$ cat src/rtl/thc_pkg.sv
package thc_pkg;

  localparam int CORDIC_STEPS = 16;
  localparam int ATAN_LEN     = 24;
  localparam int CSTEPS       = (CORDIC_STEPS > ATAN_LEN) ? ATAN_LEN : CORDIC_STEPS;

  // Q16 unit, squared reference for the cosine root, heading full scale
  localparam logic [32:0] ONE_SQ    = 33'h1_0000_0000;
  localparam logic [17:0] ONE_Q16   = 18'd65536;
  localparam logic [14:0] HEAD_FULL = 15'd23040;
  localparam int          SQ_BITS   = 17;
  localparam int          CW        = 40;

  localparam logic [1:0] REG_OFF_X = 2'd0;
  localparam logic [1:0] REG_OFF_Y = 2'd1;
  localparam logic [1:0] REG_OFF_Z = 2'd2;

  typedef struct packed {
    logic signed [17:0] sp;
    logic [16:0]        cp;
    logic signed [17:0] sr;
    logic signed [16:0] mx;
    logic signed [16:0] my;
    logic signed [16:0] mz;
    logic [17:0]        mag;
    logic               neg;
    logic               flag;
    logic               sat;
    logic               zr;
    logic               hz;
  } side_t;

  function automatic logic [31:0] atan_turn(input logic [4:0] i);
    logic [31:0] a;
    unique case (i)
      5'd0:  a = 32'd536870912;
      5'd1:  a = 32'd316933406;
      5'd2:  a = 32'd167458907;
      5'd3:  a = 32'd85004756;
      5'd4:  a = 32'd42667331;
      5'd5:  a = 32'd21354465;
      5'd6:  a = 32'd10679838;
      5'd7:  a = 32'd5340245;
      5'd8:  a = 32'd2670163;
      5'd9:  a = 32'd1335087;
      5'd10: a = 32'd667544;
      5'd11: a = 32'd333772;
      5'd12: a = 32'd166886;
      5'd13: a = 32'd83443;
      5'd14: a = 32'd41722;
      5'd15: a = 32'd20861;
      5'd16: a = 32'd10430;
      5'd17: a = 32'd5215;
      5'd18: a = 32'd2608;
      5'd19: a = 32'd1304;
      5'd20: a = 32'd652;
      5'd21: a = 32'd326;
      5'd22: a = 32'd163;
      5'd23: a = 32'd81;
      default: a = 32'd0;
    endcase
    return a;
  endfunction

endpackage

$ cat src/rtl/thc_div_cell.sv
module thc_div_cell
  import thc_pkg::*;
(
  input  logic        clk,
  input  logic        rst_n,
  input  logic        en,
  input  logic [4:0]  k,
  input  logic        vld_in,
  input  side_t       side_in,
  input  logic [34:0] rem_in,
  input  logic [16:0] q_in,
  output logic        vld_r,
  output side_t       side_r,
  output logic [34:0] rem_r,
  output logic [16:0] q_r
);

  logic [34:0] d;
  logic [34:0] rem_nxt;
  logic [16:0] q_nxt;

  always_comb begin
    d       = 35'(side_in.cp) << k;
    rem_nxt = rem_in;
    q_nxt   = q_in;
    if (rem_in >= d) begin
      rem_nxt = rem_in - d;
      q_nxt   = q_in | (17'd1 << k);
    end
  end

  always_ff @(posedge clk) begin
    if (!rst_n) begin
      vld_r <= 1'b0;
    end else if (en) begin
      vld_r <= vld_in;
    end
  end

  always_ff @(posedge clk) begin
    if (en) begin
      side_r <= side_in;
      rem_r  <= rem_nxt;
      q_r    <= q_nxt;
    end
  end

endmodule

$ cat config.mk
export PLATFORM = sky130hd
export DESIGN_NAME = thc_div_cell
export DESIGN_NICKNAME = d
export VERILOG_FILES = /design/src/rtl/thc_pkg.sv /design/src/rtl/thc_div_cell.sv
export SDC_FILE = /design/constraint.sdc
export NUM_CORES = 1
export LEC_CHECK = 0
export ABC_AREA = 0
export BUFFER_PORTS_ARGS = -buffer_cell sky130_fd_sc_hd__buf_2
export CORE_ASPECT_RATIO = 0.75
export CORE_MARGIN = 4
export CORE_UTILIZATION = 45
export DETAILED_ROUTE_END_ITERATION = 10
export MAX_ROUTING_LAYER = met4
export PLACE_DENSITY = 0.8
export RECOVER_POWER = 100
export SLEW_MARGIN = 20
export SYNTH_ARGS = -nofsm -noshare
export SYNTH_HDL_FRONTEND = slang
export SYNTH_SLANG_ARGS = --single-unit
export TNS_END_PERCENT = 100
$ cat constraint.sdc
create_clock -name clk -period 5.1 [get_ports clk]
set_input_delay 1.02 -clock clk [delete_from_list [all_inputs] [get_ports clk]]
set_output_delay 1.02 -clock clk [all_outputs]
set_load 0.01 [all_outputs]
==> qor.csv <==
metric;value;unit
outcome;complete, but fails checks;
violations;max-capacitance violations, max-slew violations;
place_congestion;0.977;
h-tree-depth;4;
hold_path.class;reg2reg;
cts_hold_buffers;0;
avgSynthCellArea;12.8;um2
worstSetupStartpointType;primary input;
die_w;174;um
cts-resized-gates;0;
clock_latency;0.43;ns
fin_crit;4.83;ns
coreArea;0.0203;mm2
path_class;in2reg;
dr.pass1.iters;5;
num_vias;7816;
drtIter0Drc;860;
rows;45;
finalNetCount;1350;
drive_gt1_share;27.4;%
clock_skew;0;ns
cts_buffers;17;
place_ws;-0.0548;ns
power;4.25;mW
grt_overflow;0;
track_usage;26.5;%
cts-root-buf;clkbuf_16;
synthArstFlopShare;0;%
cts_buffer_depth;2;
worstSetupStartpoint;k[1];
dp_hpwl;24.5;mm
regToRegStartpoint;vld_r;
yosys_most_used_dff;edfxtp_1;
hold_viol;0;
drc;0;
worstMarginPinSlew;2.28;ns
ant_nets;0;
rr_endpoint;vld_r;
reg2reg_slack;4.45;ns
ys_ff_latch;180;
crit_arrival;5.02;ns
antenna_found_initial;12;
p_per_area;354;mW/mm2
die-area;0.0231;mm2
cp.required;5.29;ns
initial_utilization;45.9;%
syn_area;0.00930;mm2
min_from;vld_r;
io_buffer_count;367;
grt_pass1_wl;45.3;mm
setup_tns;0;ns
nFillCells;1755;
ios;368;
path_clk_slew;0.08;ns
grt_pass1_vias;7491;
routed_wl;30.7;mm
grt_start_max_net_pins;91;
max_clock_freq;207;MHz
cts_tree;yes;
cts_setup_buffers;0;
yosysUniqueCellTypes;69;
area_growth;29.0;%
die_h;133;um
p_leak;4.69;nW
cts_num_sinks;180;
rsz0062_at_grt;false;
max_cap_viol_count;3;
endpoint_kind;flip-flop;
fin_ws;0.269;ns
holdPathStages;2;
vdd_drop_max;208;uV
synth_warnings;0;
final_max_slew_viol_count;162;
seq_area_frac_synth;58.0;%
r2r_cells;2;
holdPathEnd;vld_r;
vias_per_cell;5.55;
wl_per_cell;21.8;um
synth_edf_count;179;
period_share;94.7;%
syn_inst;729;
hold_ws;0.544;ns
syn-num-nets;953;
worstPathMaxFanout;15;
setup_viol_count_final;0;
timing.slew.headroom;-51.8;%
cell type report:
type / count / area [um2] / share of cell area (%)
multi-input cells: 496 / 3640 / 30.3
inverters: 15 / 56.3 / 0.469
clock buffers: 17 / 425 / 3.55
well taps: 258 / 323 / 2.69
flip-flops and latches: 180 / 5400 / 45.0
diodes: 12 / 30.0 / 0.250
repair buffers: 416 / 1950 / 16.3
clock inverters: 15 / 181 / 1.51
sequential cells by signal, indices dropped and copies added, names as in the netlist:
signal  count
q_r        17
rem_r      35
vld_r       1
side_r    127
report_power, final:
group / switching (mW) / internal (mW)
logic: 0.643 / 0.421
registers: 0.0415 / 1.81
clock network: 0.669 / 0.667
worst max-delay path, cell delays in order:
cell,delay (ns)
buf_2,0.29
buf_4,0.25
mux2i_1,0.23
o21ai_0,0.13
buf_4,0.16
mux2i_1,0.18
o21ai_0,0.17
o21ai_0,0.40
ha_1,0.36
and4_1,0.23
and4_1,0.22
a22oi_1,0.20
nand2_1,0.15
o21ai_1,0.39
o21ai_0,0.19
xor2_1,0.17
mux2_2,0.26
placed cells by master (no fill, tap or decap), types with 6 or more instances in the layout:
cell type,synthesis,final
a21o_1,22,22
a21oi_1,52,54
a21oi_2,22,20
a22oi_1,10,10
and2_1,6,6
and3_1,6,6
buf_2,13,164
buf_4,0,44
clkbuf_1,19,205
clkbuf_16,0,17
diode_2,0,12
edfxtp_1,179,179
ha_1,35,35
inv_1,15,15
mux2_2,22,21
mux2i_1,12,12
mux4_2,9,9
nand2_1,48,48
nand2b_1,12,12
nand3_1,15,15
nand4_1,10,10
nor2_1,54,54
nor2b_1,9,9
nor3_1,6,6
o21ai_0,26,26
o21bai_1,6,6
or3_1,7,7
xnor2_1,16,16
xor2_1,14,14
cells by family after synthesis:
family	Yosys count	share of synthesized area (%)
multiplexers	46	6.62
buffers and inverters	53	2.73
flip-flops	180	58.0
XOR/XNOR	30	2.82
AO/OA/AOI/OAI	197	14.9
adder cells (fa/ha/maj)	36	4.92
AND/OR/NAND/NOR	187	9.95
cell usage after synthesis (all sizes together) (7+ instances only):
cell | n | area [um2]
a21o | 22 | 165
a21oi | 76 | 485
a22oi | 10 | 75.1
and3 | 7 | 48.8
buf | 18 | 121
clkbuf | 20 | 76.3
edfxtp | 179 | 5380
ha | 35 | 438
inv | 15 | 56.3
mux2 | 25 | 293
mux2i | 12 | 120
mux4 | 9 | 203
nand2 | 48 | 180
nand2b | 12 | 75.1
nand3 | 15 | 75.1
nand4 | 10 | 62.6
nor2 | 55 | 209
nor2b | 9 | 56.3
nor3 | 8 | 56.3
o21ai | 29 | 145
or3 | 7 | 43.8
xnor2 | 16 | 140
xor2 | 14 | 123
how the worst max path moves through the flow:
stage | endpoint | slack, ns | cells past startpoint
global placement | rem_r[30] | -0.03 | 17
CTS | rem_r[11] | 0.40 | 19
floorplan | rem_r[30] | 0.30 | 18
finish | rem_r[28] | 0.27 | 17
global route | rem_r[21] | 0.02 | 17
detailed placement | rem_r[28] | -0.05 | 17
metrics by stage:
step / std cells / util [%] / area [um2]
after floorplan: 729 / - / 9300
after global placement: 1365 / 57.5 / 11600
after detailed placement: 1365 / 57.5 / 11600
after CTS: 1397 / 60.5 / 12300
after global routing: 1406 / 59.2 / 12000
final: 1409 / 59.2 / 12000
layer usage:
| metal | vias to the layer above | wire [um] | GRT usage, % |
|---|---|---|---|
| met5 | - | 0 | - |
| met4 | 0 | 513 | 6.42 |
| met3 | 40 | 3150 | 7.57 |
| met2 | 429 | 14000 | 39.5 |
| met1 | 3735 | 13000 | 36.3 |
| li1 | 3612 | - | - |
Note: power is estimated with default switching activity, not from simulation.
