--- config.mk ---
export PLATFORM = sky130hd
export DESIGN_NAME = thc_cordic_cell
export DESIGN_NICKNAME = d
export VERILOG_FILES = /design/src/rtl/thc_pkg.sv /design/src/rtl/thc_cordic_cell.sv
export SDC_FILE = /design/constraint.sdc
export NUM_CORES = 1
export LEC_CHECK = 0
export BUFFER_PORTS_ARGS = -buffer_cell sky130_fd_sc_hd__buf_4
export CAP_MARGIN = 30
export CORE_UTILIZATION = 30
export CTS_CLUSTER_DIAMETER = 120
export DETAILED_ROUTE_END_ITERATION = 12
export REMOVE_ABC_BUFFERS = 1
export SLEW_MARGIN = 20
export SYNTH_ARGS = -nofsm -noshare
export SYNTH_HDL_FRONTEND = slang
export SYNTH_SLANG_ARGS = --single-unit
--- constraint.sdc ---
create_clock -name clk -period 8.2 [get_ports clk]
set_input_delay 1.23 -clock clk [delete_from_list [all_inputs] [get_ports clk]]
set_output_delay 1.23 -clock clk [all_outputs]
set_load 0.02 [all_outputs]
--- src/rtl/thc_pkg.sv ---
package thc_pkg;

  localparam int CORDIC_STEPS = 16;
  localparam int ATAN_LEN     = 24;
  localparam int CSTEPS       = (CORDIC_STEPS > ATAN_LEN) ? ATAN_LEN : CORDIC_STEPS;

  // Q16 unit, squared reference for the cosine root, heading full scale
  localparam logic [32:0] ONE_SQ    = 33'h1_0000_0000;
  localparam logic [17:0] ONE_Q16   = 18'd65536;
  localparam logic [14:0] HEAD_FULL = 15'd23040;
  localparam int          SQ_BITS   = 17;
  localparam int          CW        = 40;

  localparam logic [1:0] REG_OFF_X = 2'd0;
  localparam logic [1:0] REG_OFF_Y = 2'd1;
  localparam logic [1:0] REG_OFF_Z = 2'd2;

  typedef struct packed {
    logic signed [17:0] sp;
    logic [16:0]        cp;
    logic signed [17:0] sr;
    logic signed [16:0] mx;
    logic signed [16:0] my;
    logic signed [16:0] mz;
    logic [17:0]        mag;
    logic               neg;
    logic               flag;
    logic               sat;
    logic               zr;
    logic               hz;
  } side_t;

  function automatic logic [31:0] atan_turn(input logic [4:0] i);
    logic [31:0] a;
    unique case (i)
      5'd0:  a = 32'd536870912;
      5'd1:  a = 32'd316933406;
      5'd2:  a = 32'd167458907;
      5'd3:  a = 32'd85004756;
      5'd4:  a = 32'd42667331;
      5'd5:  a = 32'd21354465;
      5'd6:  a = 32'd10679838;
      5'd7:  a = 32'd5340245;
      5'd8:  a = 32'd2670163;
      5'd9:  a = 32'd1335087;
      5'd10: a = 32'd667544;
      5'd11: a = 32'd333772;
      5'd12: a = 32'd166886;
      5'd13: a = 32'd83443;
      5'd14: a = 32'd41722;
      5'd15: a = 32'd20861;
      5'd16: a = 32'd10430;
      5'd17: a = 32'd5215;
      5'd18: a = 32'd2608;
      5'd19: a = 32'd1304;
      5'd20: a = 32'd652;
      5'd21: a = 32'd326;
      5'd22: a = 32'd163;
      5'd23: a = 32'd81;
      default: a = 32'd0;
    endcase
    return a;
  endfunction

endpackage

--- src/rtl/thc_cordic_cell.sv ---
module thc_cordic_cell
  import thc_pkg::*;
(
  input  logic                 clk,
  input  logic                 rst_n,
  input  logic                 en,
  input  logic [4:0]           i,
  input  logic                 vld_in,
  input  side_t                side_in,
  input  logic signed [CW-1:0] x_in,
  input  logic signed [CW-1:0] y_in,
  input  logic [31:0]          z_in,
  output logic                 vld_r,
  output side_t                side_r,
  output logic signed [CW-1:0] x_r,
  output logic signed [CW-1:0] y_r,
  output logic [31:0]          z_r
);

  logic signed [CW-1:0] dx;
  logic signed [CW-1:0] dy;
  logic signed [CW-1:0] x_nxt;
  logic signed [CW-1:0] y_nxt;
  logic [31:0]          z_nxt;

  // rotate toward y = 0, angle wraps mod one turn
  always_comb begin
    dx = y_in >>> i;
    dy = x_in >>> i;
    if (!y_in[CW-1]) begin
      x_nxt = x_in + dx;
      y_nxt = y_in - dy;
      z_nxt = z_in + atan_turn(i);
    end else begin
      x_nxt = x_in - dx;
      y_nxt = y_in + dy;
      z_nxt = z_in - atan_turn(i);
    end
  end

  always_ff @(posedge clk) begin
    if (!rst_n) begin
      vld_r <= 1'b0;
    end else if (en) begin
      vld_r <= vld_in;
    end
  end

  always_ff @(posedge clk) begin
    if (en) begin
      side_r <= side_in;
      x_r    <= x_nxt;
      y_r    <= y_nxt;
      z_r    <= z_nxt;
    end
  end

endmodule

==> reports/qor.yml, run 1 <==
power_and_ir_drop:
  pwr-share-seq_pct: 31.1
  power_switching_mw: 2.067
  internal-power_mw: 3.411
  leakagePower_nw: 11.44
  pwr-share-clk_pct: 23.5
  pwr-share-comb_pct: 45.4
  cellPowerDensity_nw_per_um2: 197.0
  ir_worst_vdd_uv: 125.8
  swShare_pct: 37.74
  total_power_mw: 5.478
grt:
  grt_pass1_vias: 19730
  grtUsageTotal_pct: 23.64
  grt_util_met3_pct: 3.359
  busiest_layer: "met2"
  grt_max_degree: 158
  gr-total-overflow: 0
  grtUsageMet2_pct: 43.46
  grt_pass1_wl_um: 131600
  gr-usage-met1_pct: 28.30
  antenna_found_initial: 6
timing:
  hold_viol_final: 0
  setup_viol: 0
  whs_ns: 0.5316
  finalWorstSetupSlack_ns: 0.9685
  finClkSkew_ns: 0
  rsz0062_at_grt: "no"
  tns_ns: 0
  period_needed_ns: 7.232
  tightestPinTransition_ns: 0.9588
  slew_headroom_pct: 36.08
  max_freq_ghz: 0.1383
  period_share_pct: 88.19
  finalMaxSlewViolations: 0
synth:
  ys.flop_type: "edfxtp_1"
  synth_area_leaders: "edfxtp_1 33%, mux4_2 11%, ha_1 7.0%"
  synth_cell_types: 103
  ys_seq_area_share_pct: 32.85
  syn_inst: 2114
  yosysTopAreaCell: "edfxtp_1"
  synth-seq-cells: 240
  synth_warnings: 0
  synth_area_um2: 21910
  synth_top_area_share_pct: 32.76
  async_flop_share_pct: 0
  synth_edf_count: 239
  synth.avg_cell_area_um2: 10.36
cells_and_area:
  stdcell_area_um2: 27800
  fin_cells: 3578
  drive_above_1_share_pct: 30.79
  syn_to_final_growth_pct: 26.90
  final_core_util_pct: 38.69
  multiInputGateArea_um2: 13820
  num-fill-cells: 7074
  seq_area_um2: 7197
  nets: 2975
routing:
  routed_wl_um: 90780
  dr.first_iter.drc_count: 1746
  vias: 20040
  post_drt_wl_per_cell_um: 25.37
  drt_first_pass_iters: 5
  route.detailed.drc: 0
  ant_nets: 0
  vias_per_cell: 5.601
placement:
  place.gp.congestion: 0.9423
  hpwl_um: 72330
  io_buffers: 487
  placed_cells: 3522
  pre_cts_ws_ns: 0.4840
  dpl-instance-area_um2: 26850
worst_hold_path:
  hp-class: "register to register"
floorplan:
  dieArea_um2: 74110
  fp.coreArea_um2: 71850
  fp-row-count: 98
  chipHeight_um: 272.2
  start_util_pct: 30.49
  ioPinCount: 488
  die_x_um: 272.2
run_status:
  status: "finished, final reports clean"
clock_tree:
  cts_tree: "yes"
  insertion_delay_ns: 0.58
  cts_buffer_depth: 3
  clk_pin_slew_worst_paths_ns: 0.06
  clock-sinks: 240
  ctsResizeCount: 0
  cts_setup_buffers: 0
  ctsHtreeMaxLevel: 1
  cts-buffers-inserted: 28
  cts_hold_buf: 0
  root_buffer: "clkbuf_16"
critical_path:
  cp-start-kind: "input port"
  crit_arrival_ns: 7.55
  required_ns: 8.52
  cp_max_fo: 58
  path_class: "input port to register"
  critPathCaptureType: "register"
flow_run:
  maxCapViolations: 0
## final timing paths
path	start	endpoint	slack (ns)	cells after the start
setup reg to reg	vld_r	vld_r	7.60	2
hold reg to reg	vld_r	vld_r	0.53	2
hold / removal	vld_r	vld_r	0.53	2
setup / recovery	i[3]	y_r[39]	0.97	23
## critical path, stage by stage
cell and delay (ns):
buf_4 0.58, mux4_1 0.52, mux2_2 0.35, mux2i_1 0.40, mux2_2 0.29, ha_1 0.17, and2_1 0.21, and4bb_1 0.43
nand4_1 0.31, nor3_4 0.28, a31oi_1 0.12, xnor2_1 0.24, ha_1 0.31, a21o_1 0.18, a21oi_1 0.15, o21bai_1 0.09
a21oi_1 0.15, o21bai_1 0.09, a21oi_1 0.13, a21bo_2 0.26, and3b_1 0.17, a2111oi_0 0.50, xnor3_1 0.32
## synthesized netlist by cell type, types with 16 or more instances
library cell  instances
a211oi_1             33
a21o_1               41
a21oi_1             168
a31oi_1              48
and2_1               18
and3_1               16
buf_2                33
buf_4                16
clkbuf_1             36
edfxtp_1            239
ha_1                122
inv_1                58
mux2_2               25
mux2i_1              98
mux4_2              110
nand2_1             156
nand3_1              31
nand4_1              16
nor2_1              192
nor2b_1              20
nor3_1               25
o21a_1               29
o21ai_0              87
o21bai_1             18
o22ai_1              31
xnor2_1             113
xor2_1               73
## layer usage
metal / up-vias / wire length, µm / part of all wire, %
met3: 128 / 5959 / 6.6
li1: 9161 / - / -
met4: 4 / 2704 / 3.0
met5: - / 24 / 0.026
met1: 9870 / 34900 / 38
met2: 876 / 47190 / 52
## cells by family (layout without fill, tap and decap cells)
| logic type | after synthesis | in the layout | synth area share, % |
|---|---|---|---|
| compound gates | 592 | 592 | 17.96 |
| xor+xnor | 188 | 188 | 7.641 |
| fa+ha+maj | 125 | 125 | 7.242 |
| buf+inv | 176 | 686 | 4.078 |
| flops | 240 | 240 | 32.85 |
| mux | 243 | 243 | 18.15 |
| other cells | 0 | 4 | 0 |
| simple gates | 550 | 550 | 12.08 |
## flip-flops by register name, summed over array words and instances (netlist names)
name and flops:
x_r 40, vld_r 1, y_r 40, side_r 127
z_r 32
## cell type report
cell class	instances	share of cell area, %
Antenna cell	4	0.03600
Clock buffer	32	2.651
Clock inverter	20	0.7471
Inverter	62	0.8371
Multi-Input combinational cell	1698	49.71
Sequential cell	240	25.89
Tap cell	950	4.275
Timing Repair Buffer	572	15.86
## power groups by stage
stage / combinational [mW] / clock (mW) / sequential [mW]
2_1_floorplan: 1.18 / 0 / 1.99
3_3_place_gp: 2.47 / 0 / 1.73
3_5_place_dp: 2.49 / 0 / 1.73
4_1_cts: 2.50 / 1.33 / 1.71
5_1_grt: 2.67 / 1.37 / 1.72
6_report: 2.49 / 1.29 / 1.70
## cell usage in the layout (no fill, tap or decap), drive strengths merged, types with 17 or more instances in the layout
cell type  synthesis  layout
a211oi            37      37
a21o              41      41
a21oi            168     168
a31oi             48      48
and2              19      19
buf               78     571
clkbuf            36      33
edfxtp           239     239
ha               122     122
inv               61      66
mux2              27      27
mux2i             99      99
mux4             117     117
nand2            158     158
nand3             33      33
nand4             17      17
nor2             194     194
nor2b             20      20
nor3              28      28
o21a              29      29
o21ai             89      89
o21bai            18      18
o22ai             31      31
xnor2            113     113
xor2              73      73
(Power assumes the default switching activity.)
==> run 2, diff against run 1 <==
Settings changed: CORE_ASPECT_RATIO set to 0.8.
==> run 2 against run 1 <==
Effect of this change:
- combinational power rose by 2%
- register-to-register slack barely moved
- global-route usage rose by 0.34 points
- clock skew did not move
- die area barely moved
- critical path type unchanged
==> reports/qor.yml, run 2 (synthesized netlist as in run 1, its figures left out) <==
run_status:
  status: "finished, final reports clean"
cells_and_area:
  regMostFlops: "side_r"
  mostFrequentLayoutCell: "buf_4"
  drive_above_1_share_pct: 31.38
  reg.largest.list: "side_r: 127 flops, x_r: 40 flops, y_r: 40 flops"
  final_core_util_pct: 38.94
  largest_reg_flops: 127
  stdcell_area_um2: 28080
  num-fill-cells: 7143
  syn_to_final_growth_pct: 28.19
  fin_cells: 3603
  mostFrequentLayoutCells: "596 x buf_4, 239 x edfxtp_1, 192 x nor2_1"
  nets: 3012
  n_antenna_cell: 0
grt:
  antenna_found_initial: 6
  grtUsageTotal_pct: 23.99
  grt_pass1_vias: 19730
  gr-total-overflow: 0
  grt_pass1_wl_um: 133900
  grt_max_degree: 84
floorplan:
  die_x_um: 304.1
  start_util_pct: 30.38
  dieArea_um2: 74120
  fp-row-count: 88
  chipHeight_um: 243.7
  fp.coreArea_um2: 72120
  ioPinCount: 488
critical_path:
  crit_chain: "clkbuf_8 -> buf_4 -> mux4_2 -> mux2i_1 -> o22ai_1 -> a211oi_2 -> and4_1 -> and4_1 -> and2b_1 -> a31oi_1 -> xor2_1 -> ha_1 -> nand3_1 -> nor3_1 -> o311ai_0 -> a311o_1 -> o21ai_0 -> a211oi_1 -> o31ai_1 -> a21oi_1 -> o21ai_0 -> xnor3_1"
  cp-start-kind: "input port"
  r2r-end: "vld_r"
  cp_max_fo: 48
  rr_startpoint: "vld_r"
  setup.worst_path.end: "x_r[39]"
  critPathCaptureType: "register"
  slowest_stage: "mux4_2"
  path_class: "input port to register"
  rr_worst_depth: 2
  rrSetupSlack_ns: 7.60
  required_ns: 8.56
  crit_arrival_ns: 7.59
  slowest_delay_ns: 0.58
  worstSetupStartpoint: "i[0]"
clock_tree:
  ctsHtreeMaxLevel: 1
  clk_pin_slew_worst_paths_ns: 0.06
  cts_setup_buffers: 0
  ctsResizeCount: 0
  cts_tree: "yes"
  cts_buffer_depth: 3
  insertion_delay_ns: 0.60
  clock-sinks: 240
  cts_hold_buf: 0
  root_buffer: "clkbuf_16"
  cts-buffers-inserted: 28
timing:
  whs_ns: 0.5257
  tightestPinTransition_ns: 0.9409
  setup_viol: 0
  tns_ns: 0
  period_share_pct: 88.16
  rsz0062_at_grt: "no"
  max_freq_ghz: 0.1383
  finClkSkew_ns: 0
  hold_viol_final: 0
  finalMaxSlewViolations: 0
  finalWorstSetupSlack_ns: 0.9711
  period_needed_ns: 7.229
  slew_headroom_pct: 37.28
power_and_ir_drop:
  ir_worst_vdd_uv: 164.6
  leakagePower_nw: 11.62
  total_power_mw: 5.519
  cellPowerDensity_nw_per_um2: 196.5
placement:
  io_buffers: 487
  pre_cts_ws_ns: 0.4826
  dpl-instance-area_um2: 27120
  hpwl_um: 72680
  placed_cells: 3552
  place.gp.congestion: 0.9783
routing:
  dr.first_iter.drc_count: 2149
  ant_nets: 0
  post_drt_wl_per_cell_um: 25.59
  drt_first_pass_iters: 7
  vias: 20380
  vias_per_cell: 5.657
  routed_wl_um: 92190
  route.detailed.drc: 0
flow_run:
  maxCapViolations: 0
worst_hold_path:
  hp-class: "register to register"
## run 2: layout make-up
cell class	instances	area, µm²	area share (%)
Timing Repair Buffer	609	4738	16.87
Multi-Input combinational cell	1698	13820	49.21
Sequential cell	240	7197	25.63
Tap cell	945	1182	4.210
Clock inverter	11	175.2	0.6237
Inverter	62	232.7	0.8287
Clock buffer	38	738.2	2.629
## run 2: worst min path at each step
stage                     startpoint    end  slack [ns]  depth (start not counted)
after floorplan                vld_r  vld_r        0.59                          2
after global placement         vld_r  vld_r        0.51                          2
after detailed placement       vld_r  vld_r        0.52                          2
after CTS                      vld_r  vld_r        0.53                          2
after global routing           vld_r  vld_r        0.57                          2
final                          vld_r  vld_r        0.53                          2
## run 2: power breakdown
group          switching, mW  internal (mW)
registers             0.0660           1.64
logic                   1.47           1.05
clock network          0.539          0.752
## run 2: per-layer routing
metal,GRT usage [%],wire length (µm)
met1,32.11,38970
met2,38.98,42720
met3,5.837,8195
met4,5.300,2238
met5,0,61
## run 2: worst max-delay path, delay by kind of cell
family | cells | cell delay (ns)
AOI/OAI and AO/OA | 10 | 2.77
and+or+nand+nor | 5 | 1.04
buffers and inverters | 2 | 0.86
muxes | 2 | 0.84
xor gates and xnor gates | 2 | 0.41
adders and majority gates | 1 | 0.33
