===== src/rtl/thc_pkg.sv =====
package thc_pkg;

  localparam int CORDIC_STEPS = 16;
  localparam int ATAN_LEN     = 24;
  localparam int CSTEPS       = (CORDIC_STEPS > ATAN_LEN) ? ATAN_LEN : CORDIC_STEPS;

  // Q16 unit, squared reference for the cosine root, heading full scale
  localparam logic [32:0] ONE_SQ    = 33'h1_0000_0000;
  localparam logic [17:0] ONE_Q16   = 18'd65536;
  localparam logic [14:0] HEAD_FULL = 15'd23040;
  localparam int          SQ_BITS   = 17;
  localparam int          CW        = 40;

  localparam logic [1:0] REG_OFF_X = 2'd0;
  localparam logic [1:0] REG_OFF_Y = 2'd1;
  localparam logic [1:0] REG_OFF_Z = 2'd2;

  typedef struct packed {
    logic signed [17:0] sp;
    logic [16:0]        cp;
    logic signed [17:0] sr;
    logic signed [16:0] mx;
    logic signed [16:0] my;
    logic signed [16:0] mz;
    logic [17:0]        mag;
    logic               neg;
    logic               flag;
    logic               sat;
    logic               zr;
    logic               hz;
  } side_t;

  function automatic logic [31:0] atan_turn(input logic [4:0] i);
    logic [31:0] a;
    unique case (i)
      5'd0:  a = 32'd536870912;
      5'd1:  a = 32'd316933406;
      5'd2:  a = 32'd167458907;
      5'd3:  a = 32'd85004756;
      5'd4:  a = 32'd42667331;
      5'd5:  a = 32'd21354465;
      5'd6:  a = 32'd10679838;
      5'd7:  a = 32'd5340245;
      5'd8:  a = 32'd2670163;
      5'd9:  a = 32'd1335087;
      5'd10: a = 32'd667544;
      5'd11: a = 32'd333772;
      5'd12: a = 32'd166886;
      5'd13: a = 32'd83443;
      5'd14: a = 32'd41722;
      5'd15: a = 32'd20861;
      5'd16: a = 32'd10430;
      5'd17: a = 32'd5215;
      5'd18: a = 32'd2608;
      5'd19: a = 32'd1304;
      5'd20: a = 32'd652;
      5'd21: a = 32'd326;
      5'd22: a = 32'd163;
      5'd23: a = 32'd81;
      default: a = 32'd0;
    endcase
    return a;
  endfunction

endpackage


===== src/rtl/thc_sqrt_cell.sv =====
module thc_sqrt_cell
  import thc_pkg::*;
(
  input  logic        clk,
  input  logic        rst_n,
  input  logic        en,
  input  logic [4:0]  k,
  input  logic        vld_in,
  input  side_t       side_in,
  input  logic [32:0] v_in,
  input  logic [16:0] r_in,
  input  logic [33:0] r2_in,
  output logic        vld_r,
  output side_t       side_r,
  output logic [32:0] v_r,
  output logic [16:0] r_r,
  output logic [33:0] r2_r
);

  logic [35:0] cand;
  logic [16:0] r_nxt;
  logic [33:0] r2_nxt;

  // (r + 2^k)^2 = r^2 + r*2^(k+1) + 2^(2k), r holds only bits above k
  always_comb begin
    cand   = {2'b00, r2_in} + (36'(r_in) << (6'(k) + 6'd1)) + (36'd1 << {k, 1'b0});
    r_nxt  = r_in;
    r2_nxt = r2_in;
    if (cand <= {3'b000, v_in}) begin
      r_nxt  = r_in | (17'd1 << k);
      r2_nxt = cand[33:0];
    end
  end

  always_ff @(posedge clk) begin
    if (!rst_n) begin
      vld_r <= 1'b0;
    end else if (en) begin
      vld_r <= vld_in;
    end
  end

  always_ff @(posedge clk) begin
    if (en) begin
      side_r <= side_in;
      v_r    <= v_in;
      r_r    <= r_nxt;
      r2_r   <= r2_nxt;
    end
  end

endmodule


===== config.mk =====
export PLATFORM = sky130hd
export DESIGN_NAME = thc_sqrt_cell
export DESIGN_NICKNAME = d
export VERILOG_FILES = /design/src/rtl/thc_pkg.sv /design/src/rtl/thc_sqrt_cell.sv
export SDC_FILE = /design/constraint.sdc
export NUM_CORES = 1
export LEC_CHECK = 0
export ABC_AREA = 0
export BUFFER_PORTS_ARGS = -buffer_cell sky130_fd_sc_hd__buf_2
export CAP_MARGIN = 0
export CORE_AREA = 2 2 167 169
export CTS_BUF_LIST = sky130_fd_sc_hd__clkbuf_4 sky130_fd_sc_hd__clkbuf_8
export DETAILED_ROUTE_END_ITERATION = 6
export DIE_AREA = 0 0 169 171
export GPL_TIMING_DRIVEN = 1
export PLACE_DENSITY = 0.71
export SETUP_SLACK_MARGIN = 0.2
export SLEW_MARGIN = 20
export SYNTH_ARGS = -nofsm -noshare
export SYNTH_HDL_FRONTEND = slang
export SYNTH_SLANG_ARGS = --single-unit

===== constraint.sdc =====
create_clock -name clk -period 10.2 [get_ports clk]
set_input_delay 0.51 -clock clk [delete_from_list [all_inputs] [get_ports clk]]
set_output_delay 0.51 -clock clk [all_outputs]
set_load 0.05 [all_outputs]

==> results, run 1 <==
- The arrival time at the worst endpoint is 8650 ps.
- The post-synthesis sequential element count is 212.
- The detailed placer's ending HPWL is 30300 um.
- The setup skew after layout is 0 ps.
- The clock tree from TritonCTS is built.
- The tightest slew margin relative to the limit is 41.8%.
- The top cell types in the final layout, fill and taps aside, are 430 x buf_2, 211 x edfxtp_1, 92 x ha_1.
- The share of async-settable or async-resettable flops after synthesis is 0%.
- The first global-routing pass estimated 54600 um of wire.
- The number of top-level design ports is 432.
- The start-to-end type of the worst setup path is in -> reg.
- The clock reaches the later pin of the worst-skew pair after 530 ps.
- The total count of max-transition violations in the final report is 0.
- The worst path in the final design needs a cycle of 8370 ps, including I/O delays and setup.
- Setup violations remaining at the end of the flow were counted as 0.
- Setup repair after global routing left no endpoint under its margin.
- After detailed routing, the average wire length per cell comes to 21.9 um.
- The clock tree synthesis step divided the H-tree into 2 levels.
- At the end of routability-driven placement, the weighted congestion stood at 0.928.
- The overall global routing resource usage is 25.4%.
- The die width is 169 um.
- The fraction of layout instances using a drive strength above 1 is 39.4%.
- The final period utilization is 82.0%.
- Once the clock tree was built, the setup fixing pass inserted 0 buffers.
- After synthesis, the netlist uses 59 different library cells.
- Synthesis produced a netlist whose cell count is 928.
- The maximum number of pins on one net before global-route repair is 147.
- The number of buffers created by CTS is 38.
- The total congestion overflow after global routing is 0.
- The total die area is 28900 sq um.
- The number of gates resized after CTS was 0.
- Of the synthesized area, sequential elements account for 54.8%.
- STA classifies the critical path endpoint as a flop.
- Among all flip-flop cells after synthesis, the most frequent one is edfxtp_1.
- The root cell of the clock tree is clkbuf_8.
- Along the worst path, the maximum fanout reaches 42.
- The final instance area is 15000 sq um.
- The tightest min-delay check is of the in -> reg type.
- The count of routing violations after the opening detailed-route iteration is 594.
- The number of nets in the layout is 1711.
- After synthesis, the mean cell area works out to 12.5 sq um.
- The final hold violation count is 0.
- The DRC violation count after routing is 0.
- The clock net in this run drives a total of 212 sinks.
- The number of nets handed over by synthesis was 1258.
- For this configuration, the core starts out at a cell density of 42.4%.
- The height of the chip is 171 um.
- The tool flagged a number of max-cap violations equal to 0.
- The number of detailed-routing iterations run before antenna repair is 7.
- The clock passes through at most 3 buffers.
- The power density relative to cell area is 202 nW/um^2.
- Yosys printed 0 warnings.
- The cell area after synthesis is 11600 sq um.
- The number of antenna violations at the first check in global routing is 4.
- Adding up every negative setup slack in the final design gives 0 ps.
- For this design, the CTS-stage hold fixing added 0 buffers.
- In the routed layout, each cell is associated on average with a via count of 5.37.
- The number of global-route vias before repair is 9180.
- The flow ran to the end, and the final reports show no timing, DRC or antenna violations.
- The count of buffers added on input and output ports is 431.
- For this design, the slowest cell found on the critical path is ha_1.
- The area growth from synthesis to layout is 28.9%.
- For this run, the top clock speed supported by timing is 0.120 GHz.
- Data on the critical path is required at its endpoint by 10480 ps.
- In this design, the stage delay of the slowest critical-path cell is 780 ps.
- The clock-pin slew reported for the worst setup and hold paths after clock tree synthesis is 60 ps.
- The library cell used most frequently in the layout, excluding fill and tap cells, is buf_2.
- The peak ir drop on the vdd network is 92.6 uV.
- The initialized floorplan defines 61 standard-cell rows.
- The post-detailed-placement cell area is 14100 sq um.
- The static leakage power is 6.95 nW.
- The post-detailed-routing wire length is 38500 um.
- The total core area is 27300 sq um.
- The startpoint kind of the worst setup timing path is an input port.
- For the pin with the worst max-slew slack, the measured transition is 873 ps.
- The number of vias after detailed routing is 9433.
- The count of flip-flops with a built-in enable after synthesis is 211.
- The number of nets with antenna violations after detailed routing is 0.
[cell families (layout without fill, tap and decap cells)]
family	count (synthesis)	in the layout	share of synthesized area (%)
simple gates	220	220	8.92
fa+ha+maj	110	110	13.0
other cells	0	1	0
buf+inv	99	581	3.45
xor+xnor	36	36	2.72
flops	212	212	54.8
mux	67	67	7.03
compound gates	184	184	10.0
[flip-flops by register name (all words and copies together) (netlist names)]
name,count
r2_r,34
side_r,127
v_r,33
vld_r,1
r_r,17
[layer usage]
metal	track usage, %	part of all wire [%]
met5	0	0.11
met1	31.2	39
met2	42.8	48
met4	10.4	3.9
met3	6.41	8.5
[worst max-delay path: cells and delay by family]
kind / cells / cell delay [ps]
AOI/OAI and AO/OA: 12 / 2450
xor gates and xnor gates: 1 / 160
adders and majority gates: 5 / 2210
buffers and inverters: 4 / 1240
muxes: 2 / 710
and+or+nand+nor: 8 / 1300
[worst paths after layout]
| kind | startpoint | end | slack [ps] | cells past startpoint |
|---|---|---|---|---|
| max reg2reg | vld_r | vld_r | 9570 | 2 |
| min reg2reg | vld_r | vld_r | 550 | 2 |
| min | side_in[91] | side_r[91] | 140 | 1 |
| max | k[0] | r2_r[15] | 1830 | 32 |
[report_power, final]
part / leakage (nW) / switching (W) / internal [W]
clock: 0.419 / 0.000361 / 0.000479
combinational: 4.46 / 0.000745 / 0.000337
sequential: 2.07 / 0.0000267 / 0.00107
total: 6.95 / 0.00113 / 0.00188
[synthesized netlist by cell type, types with 4 or more instances]
library cell | instances | area (sq um)
edfxtp_1 | 211 | 6340
xnor2_1 | 22 | 193
o22a_1 | 4 | 35.0
nor2_1 | 58 | 218
a211oi_1 | 6 | 45.0
fa_1 | 18 | 360
and2_1 | 6 | 37.5
nand3_1 | 22 | 110
mux2_2 | 33 | 372
nand4_1 | 10 | 62.6
and3_1 | 17 | 106
or3_1 | 4 | 25.0
nand2_1 | 69 | 259
mux2i_1 | 23 | 230
o21ai_0 | 30 | 150
a21o_1 | 25 | 188
xor2_1 | 14 | 123
a31o_2 | 7 | 61.3
inv_1 | 69 | 259
ha_1 | 92 | 1150
nand2b_1 | 9 | 56.3
nor2b_1 | 5 | 31.3
a21oi_1 | 70 | 350
mux4_2 | 8 | 180
clkbuf_1 | 21 | 78.8
a31oi_1 | 9 | 56.3
o22ai_1 | 5 | 31.3
nor3_1 | 8 | 40.0
[layout make-up]
| cell class | count | area [sq um] |
|---|---|---|
| fillers | 2416 | 12400 |
| multi-input cells | 617 | 4840 |
| inverters | 70 | 263 |
| clock inverters | 18 | 163 |
| well taps | 346 | 433 |
| clock buffers | 51 | 627 |
| repair buffers | 442 | 2270 |
| flip-flops and latches | 212 | 6360 |
| diodes | 1 | 2.50 |
[through the flow]
| stage | utilization, % | setup slack, ps | total power (W) | hold slack (ps) | cells |
|---|---|---|---|---|---|
| floorplan | - | 2330 | 0.00188 | 609 | 928 |
| global placement | 51.7 | 1560 | 0.00217 | 499 | 1686 |
| detailed placement | 51.7 | 1440 | 0.00218 | 536 | 1686 |
| CTS | 54.6 | 1970 | 0.00303 | 112 | 1755 |
| global route | 54.7 | 1250 | 0.00315 | 122 | 1757 |
| finish | 54.7 | 1830 | 0.00301 | 141 | 1757 |
(Power assumes the default switching activity.)
==> run 2: changes to the inputs <==
--- a/config.mk
+++ b/config.mk
@@ -8,12 +8,12 @@
 export ABC_AREA = 0
 export BUFFER_PORTS_ARGS = -buffer_cell sky130_fd_sc_hd__buf_2
 export CAP_MARGIN = 0
-export CORE_AREA = 2 2 167 169
+export CORE_AREA = 2 2 170 172
 export CTS_BUF_LIST = sky130_fd_sc_hd__clkbuf_4 sky130_fd_sc_hd__clkbuf_8
 export DETAILED_ROUTE_END_ITERATION = 6
-export DIE_AREA = 0 0 169 171
+export DIE_AREA = 0 0 172 174
 export GPL_TIMING_DRIVEN = 1
-export PLACE_DENSITY = 0.71
+export PLACE_DENSITY = 0.72
 export SETUP_SLACK_MARGIN = 0.2
 export SLEW_MARGIN = 20
 export SYNTH_ARGS = -nofsm -noshare
==> constraint.sdc (replaced) <==
create_clock -name clk -period 7 [get_ports clk]
set_input_delay 0.35 -clock clk [delete_from_list [all_inputs] [get_ports clk]]
set_output_delay 0.35 -clock clk [all_outputs]
set_load 0.05 [all_outputs]
==> results, run 2 (synthesis gave the netlist of run 1 again) <==
- The number of cells on the worst hold path was 1 (unchanged).
- The peak ir drop on the vdd network is 135 uV (+46%).
- The largest individual stage delay along the critical path comes from the cell or4_4.
- The height of the chip is 174 um (+1.8%).
- The register containing the most flip-flops in the final layout is side_r.
- The clock tree from TritonCTS is built.
- The post-detailed-routing wire length is 47700 um (+24%).
- The total of max-cap violations is 0 (unchanged).
- Timing would allow up to 0.147 GHz.
- The detailed placer's ending HPWL is 33800 um (+11%).
- The count of routing violations after the opening detailed-route iteration is 926 (+56%).
- The number of vias after detailed routing is 11.2k (+19%).
- The slew at the pin with the worst max-slew slack is 844 ps (-28.3 ps).
- The number of rows in the core area is 62 (+1.6%).
- The number of vias per cell after detailed routing is 5.21 (-3.0%).
- The flow ran to the end, and the final reports show no timing, DRC or antenna violations.
- The largest registers in the layout are side_r (127), r2_r (34), v_r (33).
- The number of nets in the layout is 2067 (+21%).
- The static leakage power is 8.76 nW (+26%).
- Setup repair after global routing could not meet its margin everywhere.
- The depth of the worst register-to-register path is 2 (unchanged).
- Counting I/O delays and the setup requirement, the final critical path takes 6810 ps.
- In the layout the commonest cells are 428 x buf_2, 211 x edfxtp_1, 197 x buf_4.
- The mean routed wirelength per cell came to 22.2 um (+1.3%).
- The sum of negative setup slack is 0 ps (unchanged).
- The utilization after layout came to 66.9% (+12 points).
- The number of levels the H-tree was split into was 2 (unchanged).
- The number of detailed-routing iterations run before antenna repair is 5 (-2).
- The number of clock sinks seen by CTS came to 212 (unchanged).
- The tightest slew margin relative to the limit is 43.7% (+1.9 points).
- The final hold violation count is 0 (unchanged).
- The start-to-end type of the worst setup path is in -> reg.
- The overall power consumption is 0.00497 W (+65%).
- The number of nets with antenna violations after detailed routing came to 0 (unchanged).
- The global placement routability congestion is 0.965 (+4.0%).
- The setup skew after layout is 0 ps (unchanged).
- The required time of the critical path is 7270 ps (-3210 ps).
- The worst setup path is launched from an input port.
- The number of global-route vias before repair was 11.3k (+23%).
- The peak fanout along the critical path is 8 (-81%).
- The power density relative to cell area is 263 nW/um^2 (+30%).
- The total core area is 28200 sq um (+3.3%).
- The wire length of the first global-routing pass is 66200 um (+21%).
- The number of buffers created by CTS is 38 (unchanged).
- The count of final setup violators was 0 (unchanged).
- The most critical setup path has its endpoint at r2_r[24].
- The reg2reg setup slack was 6390 ps (-3180 ps).
- The critical path's largest stage delay came to 550 ps (-230 ps).
- The class of the most critical hold timing path is in -> reg.
- The fraction of layout instances using a drive strength above 1 is 48.3% (+8.9 points).
- The maximum number of pins on one net before global-route repair is 88 (-40%).
- The initial core utilization is 41.1% (-1.4 points).
- The post-detailed-placement cell area is 15600 sq um (+11%).
- The overall global routing resource usage is 29.7% (+4.3 points).
- The insertion delay to the later sink of the worst-skew pair is 540 ps (about the same).
- In this run the critical register-to-register path is captured at vld_r.
- The timing startpoint of the critical path is k[0].
- The DRC violation count after routing was 0 (unchanged).
- The total congestion overflow after global routing is 0 (unchanged).
- STA classifies the critical path endpoint as a flop.
- The count of port buffers added during placement came to 431 (unchanged).
- The number of top-level design ports came to 432 (unchanged).
- The maximum number of buffers from clock root to sink is 3 (unchanged).
- The die width is 172 um (+1.8%).
- The total count of max-transition violations in the final report is 0 (unchanged).
- The worst register-to-register path begins at vld_r.
- The final period utilization is 97.2%.
- The clock-pin slew reported for the worst setup and hold paths after clock tree synthesis is 50 ps (about the same).
- The number of antenna violations at the first check in global routing is 4 (unchanged).
- The arrival time at the worst endpoint is 7080 ps (-1570 ps).
- From synthesis to final layout, the design area changed by 62.9%.
- The root cell of the clock tree is clkbuf_8.
- The final instance area is 18900 sq um (+26%).
- The total die area is 29900 sq um (+3.6%).
- The number of flip-flops in the largest register is 127 (unchanged).
- The leading cell type in the layout, fill and taps excluded is buf_2.
==> run 2: changes by cell type in the layout (fill, tap and decap cells not counted), sizes merged <==
| cell | previous run | this run |
|---|---|---|
| buf | 442 | 639 |
| dlygate4sd3 | 0 | 156 |
| clkbuf | 51 | 54 |
| clkinv | 13 | 10 |
| diode | 1 | 4 |
| bufinv | 3 | 1 |
| bufbuf | 0 | 1 |
==> run 2: worst min-delay path by stage <==
| stage | startpoint | endpoint | slack [ps] |
|---|---|---|---|
| floorplan | side_in[0] | side_r[0] | 450 |
| global placement | vld_r | vld_r | 490 |
| detailed placement | vld_r | vld_r | 510 |
| CTS | v_in[13] | v_r[13] | 0.3 |
| global route | v_in[25] | v_r[25] | 9 |
| finish | v_in[0] | v_r[0] | 30 |
==> run 2: layout make-up <==
type / instances / area, sq um
fillers: 2112 / 9340
flip-flops and latches: 212 / 6360
multi-input cells: 617 / 5570
repair buffers: 798 / 5480
clock buffers: 52 / 634
well taps: 384 / 480
inverters: 70 / 275
clock inverters: 13 / 90.1
diodes: 4 / 10.0
==> run 2: through the flow <==
step | setup slack, ps | std cells | hold slack [ps]
detailed placement | -1040 | 1896 | 508
global placement | -1150 | 1896 | 490
global route | 13.1 | 2150 | 9.24
floorplan | 232 | 928 | 449
CTS | 206 | 2122 | 0.251
finish | 194 | 2150 | 31.1
==> run 2: layer usage <==
layer / wire length (um) / GRT usage (%) / part of all wire [%] / vias to the layer above
met4: 2730 / 15.9 / 5.7 / 0
met1: 18300 / 34.9 / 38 / 5462
met3: 3720 / 7.76 / 7.8 / 140
met5: 0 / 0 / 0 / -
met2: 22900 / 49.6 / 48 / 503
li1: - / - / - / 5091
==> run 2: what timing repair did <==
item / CTS / global route
hold buffers: 153 / 3
gates cloned: 1 / 3
setup endpoints to repair: 51 / 51
pin swaps: 12 / 67
buffers inserted: 7 / 18
resized for setup: 29 / 131
hold endpoints to repair: 153 / 3
==> run 2: where the power goes <==
group          switching (W)  internal, W
clock network       0.000538     0.000624
logic                0.00129     0.000921
registers          0.0000407      0.00155
total                0.00187      0.00310
==> run 2: worst max-delay path, delay by kind of cell <==
family | cells | cell delay [ps]
simple gates | 10 | 2220
buf+inv | 6 | 910
fa+ha+maj | 5 | 1420
mux | 3 | 1140
xor+xnor | 1 | 130
compound gates | 6 | 900
